==> src/hw/rtl/gass_pkg.sv <==
// Package with shared types and constants for the global alignment score block.
package gass_pkg;

    localparam int NUM_REGS = 5;
    localparam int REG_WIDTH = 60;
    localparam int REG_IDX_WIDTH = 3;
    localparam int FIELD_WIDTH = 12;
    localparam int SCORE_WIDTH = 32;
    localparam int TOTAL_WIDTH = 48;

    localparam logic [2:0] GAP_SYM = 3'd4;

    typedef enum logic [1:0] {
        CMD_CONS  = 2'd0,
        CMD_READ  = 2'd1,
        CMD_EMPTY = 2'd2,
        CMD_CLEAR = 2'd3
    } command_t;

    typedef struct packed {
        logic [1:0] command;
        logic [1:0] base;
        logic       last;
    } in_word_t;

    typedef struct packed {
        logic signed [SCORE_WIDTH-1:0] read_score;
        logic signed [TOTAL_WIDTH-1:0] total_score;
        logic                          length_error;
    } out_word_t;

    function automatic logic signed [FIELD_WIDTH-1:0] pick_score(
        input logic [REG_WIDTH-1:0] row,
        input logic [2:0]           sym
    );
        logic [REG_WIDTH-1:0] shifted;
        begin
            shifted = row >> (FIELD_WIDTH * int'(sym));
            return shifted[FIELD_WIDTH-1:0];
        end
    endfunction

endpackage

==> src/hw/rtl/gass_cell_unit.sv <==
// Shared cell: three saturating adds and a three-way max, or the up sum.
module gass_cell_unit #(
    parameter int CELL_WIDTH = 32
) (
    input  logic signed [CELL_WIDTH-1:0]       old_cell,
    input  logic signed [CELL_WIDTH-1:0]       prev_cell,
    input  logic signed [CELL_WIDTH-1:0]       diag_cell,
    input  logic signed [gass_pkg::FIELD_WIDTH-1:0] left_gap,
    input  logic signed [gass_pkg::FIELD_WIDTH-1:0] up_gap,
    input  logic signed [gass_pkg::FIELD_WIDTH-1:0] diag_score,
    input  logic                               full_cell,
    output logic signed [CELL_WIDTH-1:0]       new_cell
);
    import gass_pkg::*;

    function automatic logic signed [CELL_WIDTH-1:0] sat_add(
        input logic signed [CELL_WIDTH-1:0]  a,
        input logic signed [FIELD_WIDTH-1:0] b
    );
        logic signed [CELL_WIDTH:0] s;
        begin
            s = {a[CELL_WIDTH-1], a} + (CELL_WIDTH+1)'(b);
            if (s[CELL_WIDTH] != s[CELL_WIDTH-1])
                return s[CELL_WIDTH] ? {1'b1, {(CELL_WIDTH-1){1'b0}}}
                                     : {1'b0, {(CELL_WIDTH-1){1'b1}}};
            return s[CELL_WIDTH-1:0];
        end
    endfunction

    logic signed [CELL_WIDTH-1:0] left_v;
    logic signed [CELL_WIDTH-1:0] up_v;
    logic signed [CELL_WIDTH-1:0] diag_v;
    logic signed [CELL_WIDTH-1:0] m1;

    always_comb
    begin
        left_v = sat_add(old_cell, left_gap);
        up_v = sat_add(prev_cell, up_gap);
        diag_v = sat_add(diag_cell, diag_score);
        m1 = (left_v > up_v) ? left_v : up_v;
        if (!full_cell)
            new_cell = up_v;
        else
            new_cell = (m1 > diag_v) ? m1 : diag_v;
    end
endmodule

==> config.mk <==
export PLATFORM = sky130hd
export DESIGN_NAME = gass_cell_unit
export DESIGN_NICKNAME = d
export VERILOG_FILES = /design/src/hw/rtl/gass_pkg.sv /design/src/hw/rtl/gass_cell_unit.sv
export SDC_FILE = /design/constraint.sdc
export NUM_CORES = 1
export LEC_CHECK = 0
export BUFFER_PORTS_ARGS = -buffer_cell sky130_fd_sc_hd__buf_2
export CELL_PAD_IN_SITES_DETAIL_PLACEMENT = 1
export CELL_PAD_IN_SITES_GLOBAL_PLACEMENT = 2
export CORE_MARGIN = 10
export CORE_UTILIZATION = 29
export DETAILED_ROUTE_END_ITERATION = 10
export GPL_ROUTABILITY_DRIVEN = 1
export GPL_TIMING_DRIVEN = 0
export PLACE_DENSITY_LB_ADDON = 0.3
export SLEW_MARGIN = 10
export SYNTH_ARGS = -nofsm -noshare
export SYNTH_HDL_FRONTEND = slang
export SYNTH_SLANG_ARGS = --single-unit
==> constraint.sdc <==
create_clock -name vclk -period 13.7
set_input_delay 2.055 -clock vclk [all_inputs]
set_output_delay 2.055 -clock vclk [all_outputs]
set_load 0.02 [all_outputs]
Word level (Yosys, flattened, before mapping) --
Index checks and enable logic that the tools add are counted.
Word-level totals: flip-flop bits (word level) 0, latch bits 0, RAM bits 0, ROM bits 0, output and inout port bits 32, word-level logic and storage cells 23, memories kept 0
Operators by class: add/sub/neg operators 3, multiply operators 0, divide/modulo/power cells 0, magnitude comparators 2, equality and inequality tests 3, shift operators 0, mux-type cells 15, bitwise operators 0, reductions and logical operators 0
Operators by type and width (count):
- $mux 32 | 12
- $add 32x12->33 | 3
- $gt 32x32->1 | 2
- $mux 1 | 3
- $ne 1x1->1 | 3

Longest topological paths before layout --
depth in word-level cells 9, mapped depth 48, mapped depth without buffers 41

Least setup slack after synthesis --
No wires, ideal clock.
kind input-to-output, start point input port old_cell[5], end point output port new_cell[11], arrival 11.485 ns, required time 11.645 ns, path slack 0.160 ns, stages 45, buffers on the path 8, path through ha_1 a21oi_1 nand2_1 a31oi_1 o31ai_1 a31o_2 o21ai_0 o211ai_1 a31oi_1 o21ai_0 a21oi_1 xnor2_1 ha_1 clkbuf_1 clkbuf_1 clkbuf_1 o21a_1 inv_1 [... 9 more ...] clkbuf_1 a211oi_1 or2_1 buf_2 buf_6 mux2i_1 ha_1 nand4_1 nor4_1 o21ai_0 a31o_2 and4_1 nor3_1 nand2b_1 clkbuf_1 nand3_2 buf_2 o221ai_1
On the way: word-level cells in the longest chain between the ends 9
Ends and longest elaborated chain:
- start: declaration | RTL line gass_cell_unit.sv:5 | input logic signed [CELL_WIDTH-1:0] old_cell,
- $add 32x12->33 * | RTL line gass_cell_unit.sv:22 | s = {a[CELL_WIDTH-1], a} + (CELL_WIDTH+1)'(b);
- $mux 32 or $ne 1x1->1 (tied branches) | RTL line gass_cell_unit.sv:24, gass_cell_unit.sv:23
- $mux 32 or $mux 1 (tied branches) | RTL line gass_cell_unit.sv:23 | if (s[CELL_WIDTH] != s[CELL_WIDTH-1])
- $mux 32 * | RTL line gass_cell_unit.sv:26 | return s[CELL_WIDTH-1:0];
- $gt 32x32->1 | RTL line gass_cell_unit.sv:40 | m1 = (left_v > up_v) ? left_v : up_v;
- $mux 32 * | RTL line gass_cell_unit.sv:40
- $gt 32x32->1 | RTL line gass_cell_unit.sv:44 | new_cell = (m1 > diag_v) ? m1 : diag_v;
- $mux 32 * | RTL line gass_cell_unit.sv:44
- $mux 32 * | RTL line gass_cell_unit.sv:41 | if (!full_cell)
- end: declaration | RTL line gass_cell_unit.sv:12 | output logic signed [CELL_WIDTH-1:0] new_cell
Every way passes the cells marked *; elsewhere a longest branch is shown, timed or not. The select of a mux whose other input is x is not followed.

Worst setup path in the final report --
start point input port up_gap[11] (netlist bit), end point output port new_cell[30]
On the way: word-level cells in the longest chain between the ends 9
Ends and longest elaborated chain:
- start: declaration | RTL line gass_cell_unit.sv:9 | input logic signed [gass_pkg::FIELD_WIDTH-1:0] up_gap,
- $add 32x12->33 * | RTL line gass_cell_unit.sv:22
- $mux 32 or $ne 1x1->1 (tied branches) | RTL line gass_cell_unit.sv:24, gass_cell_unit.sv:23
- $mux 32 or $mux 1 (tied branches) | RTL line gass_cell_unit.sv:23
- $mux 32 * | RTL line gass_cell_unit.sv:26
- $gt 32x32->1 | RTL line gass_cell_unit.sv:40
- $mux 32 | RTL line gass_cell_unit.sv:40
- $gt 32x32->1 | RTL line gass_cell_unit.sv:44
- $mux 32 | RTL line gass_cell_unit.sv:44
- $mux 32 * | RTL line gass_cell_unit.sv:41
Marked as above.

==> Implementation_results.wiki <==
{| class="wikitable"
! Metric !! Value
|-
| Outcome || finished, final reports clean
|-
| Layout sequential cell count || 0
|-
| Synth area leader || sky130_fd_sc_hd__ha_1
|-
| Sum of routed wire length over all layers || 34.63 mm
|-
| Actual slew at the worst max-slew pin || 845.7 ps
|-
| Die Outline Area || 35680 um2
|-
| Type of the worst setup path || primary input to output port
|-
| Number of failing setup endpoints in the final timing report || 0
|-
| Fraction of the cycle the final worst path needs || 0.9754
|-
| Syn Std Cell Area || 8273 um2
|-
| Starting density of the core || 0.2962
|-
| Static Leak || 4.752 nW
|-
| Aggregate negative setup slack || 0 ps
|-
| Relative slew margins || 0.4303
|-
| IO Port Bufs || 164
|-
| Number of DRC markers in iteration 0 || 517
|-
| Seq/Total Area, Yosys || 0
|-
| Leading post-synthesis cells by cell area || sky130_fd_sc_hd__ha_1 25%, sky130_fd_sc_hd__a21oi_1 7.3%, sky130_fd_sc_hd__o21ai_0 7.1%
|-
| Hold Path Class || primary input to output port
|-
| Portion of synthesized cell area occupied by the leading cell type || 0.2450
|-
| Clock buffers || 0
|-
| I/O Pins || 165
|-
| Final Critical Period || 13360 ps
|-
| Global Route met2 Usage || 0.3062
|-
| Worst vdd rail ir drop || 0.00008980 V
|-
| Ranking of synthesized cells by instance count || 162 x sky130_fd_sc_hd__ha_1, 120 x sky130_fd_sc_hd__a21oi_1, 117 x sky130_fd_sc_hd__o21ai_0, 91 x sky130_fd_sc_hd__nor2_1, 69 x sky130_fd_sc_hd__a21o_1
|-
| Arrival time worst endpoint || 11310 ps
|-
| Required time at the endpoint of the critical path || 11640 ps
|-
| Remaining number of nets flagged by the antenna check after routing || 0
|-
| Final Cell Area || 10200 um2
|-
| Post-Route Hold Slack || 4800 ps
|-
| Maximum achievable frequency || 74.83 MHz
|-
| DPL Wire Length || 29.89 mm
|-
| Die Span X || 188.9 um
|-
| Worst-path fanout max || 21
|-
| Gr ovfl total || 0
|-
| Count of unresolved DRC violations after routing || 0
|-
| Internal power of the cells || 0.7430 mW
|-
| Syn avg cell area || 7.023 um2
|-
| Switching power total || 1.198 mW
|-
| Worst-path cell with the longest stage delay || sky130_fd_sc_hd__a222oi_1
|-
| Core Area || 27930 um2
|-
| Startpoint of the most critical hold path || full_cell
|-
| Standard cell area after detailed placement || 9567 um2
|-
| Startpoint Class || primary input
|-
| Relative contribution of sequential cells to total power || 0
|-
| Number of slew-limit violations in the final report || 0
|-
| Number of antenna violations at the first check in global routing || 3
|-
| Via count of the first global-routing pass || 9930
|-
| Switching power as a share of total power || 0.6173
|-
| Number of warnings issued by yosys || 0
|-
| Average wire length per cell after detail routing || 19.88 um
|-
| Max-cap check violation count || 0
|-
| Overall global routing resource usage || 0.1816
|-
| Layout cell share with drive strength beyond 1 || 0.2239
|-
| Routing usage on met3 || 0.01635
|-
| Count of nets after finishing || 1662
|-
| Share of total power in combinational logic || 1.000
|-
| Power per Cell Area || 190.4 nW/um2
|-
| Syn nets || 1476
|-
| Busiest layer in global routing || met2
|-
| First-pass GRT wire length || 53.87 mm
|-
| Pin count of the biggest net entering global routing || 22
|-
| DIE HEIGHT || 188.9 um
|-
| Most Frequent Cell on Critical Path || sky130_fd_sc_hd__buf_6
|-
| Delay contributed by the slowest stage of the critical path || 510 ps
|-
| Via/cell ratio || 5.490
|-
| Count of cell types in the netlist || 76
|-
| Number of instances in the synthesized netlist || 1178
|-
| Total design power || 1.941 mW
|-
| Clock power share || 0
|-
| Most common cell in the synthesized netlist || sky130_fd_sc_hd__ha_1
|-
| Final Hold Violating Endpoints || 0
|-
| Sequential cell area || 0 um2
|-
| Total vias in the final route || 9563
|-
| GR met1 Demand/Resource || 0.2474
|-
| Layout area overhead || 23.26%
|-
| Number of search-and-repair iterations in the first detailed-routing pass || 5
|-
| Placer's final routability congestion estimate || 0.9272
|-
| Timing startpoint of the critical path || up_gap[11]
|-
| Kind of capture point of the worst setup path || output port
|-
| # rows || 61
|}
[layout make-up]
| type | count | area [um2] |
|---|---|---|
| inverter | 62 | 232.7 |
| tap | 378 | 473.0 |
| buffer | 47 | 310.3 |
| timing repair buffer | 186 | 1001 |
| multi-input combinational | 1067 | 8175 |
| antenna | 2 | 5.005 |
| fill | 3608 | 17740 |
[timing repair]
item	4_1_cts	5_1_grt
gates resized for setup	69	76
endpoints found under the hold margin	0	0
endpoints found under the setup margin	32	32
setup buffers	10	12
pin swaps	11	24
hold buffers	0	0
[routing by layer]
layer / vias to the layer above / wire, um
met3: 24 / 1226
met2: 174 / 15820
met1: 4512 / 16880
met5: - / 13
li1: 4851 / -
met4: 2 / 694
[cell usage in the layout, fill, tap and decap left out, drive strengths merged, types with 12 or more instances in the layout]
cell,count
nor2b,18
clkbuf,27
nor3,26
o21ai,122
a211oi,14
xor2,32
mux2i,12
o221ai,22
o211ai,14
a31oi,18
o21a,25
a21o,69
a221oi,12
nand2,53
nand4,23
nor2,91
inv,62
a21oi,121
o21bai,13
nand3,32
nand2b,19
xnor2,50
buf,206
ha,162
[critical path, delay by kind of cell]
kind            cells  cell delay [ps]
compound gates     17             4490
simple gates       13             2070
buf+inv             9             1700
fa+ha+maj           3              980
[power by group through the flow]
stage	Clock (mW)	Combinational [mW]	Sequential [mW]
2_1_floorplan	0	1.17	0
3_3_place_gp	0	1.73	0
3_5_place_dp	0	1.76	0
4_1_cts	0	1.85	0
5_1_grt	0	2.11	0
6_report	0.0000000195	1.94	0
[cells by family (layout without fill, tap and decap cells)]
kind of cell	count (synthesis)	count (layout)	share of synthesized area
AO/OA/AOI/OAI	489	489	0.3920
XOR/XNOR	82	82	0.08681
adder cells (fa/ha/maj)	170	170	0.2583
buffers and inverters	111	295	0.05460
multiplexers	14	14	0.01770
other	0	2	0
AND/OR/NAND/NOR	312	312	0.1906
[metrics by stage]
stage               setup slack [ps]  std cells  utilization
CTS                            1.225       1729       0.3523
detailed placement             -3214       1720       0.3425
global route                  -60.65       1740       0.3649
finish                         337.1       1742       0.3650
global placement               -3145       1720       0.3425
floorplan                      160.0       1178            -
[worst paths after layout]
check	cells past startpoint	end	slack (ps)
max	42	new_cell[30]	340
min	4	new_cell[0]	4800
Note: power is estimated with default switching activity, not from simulation.
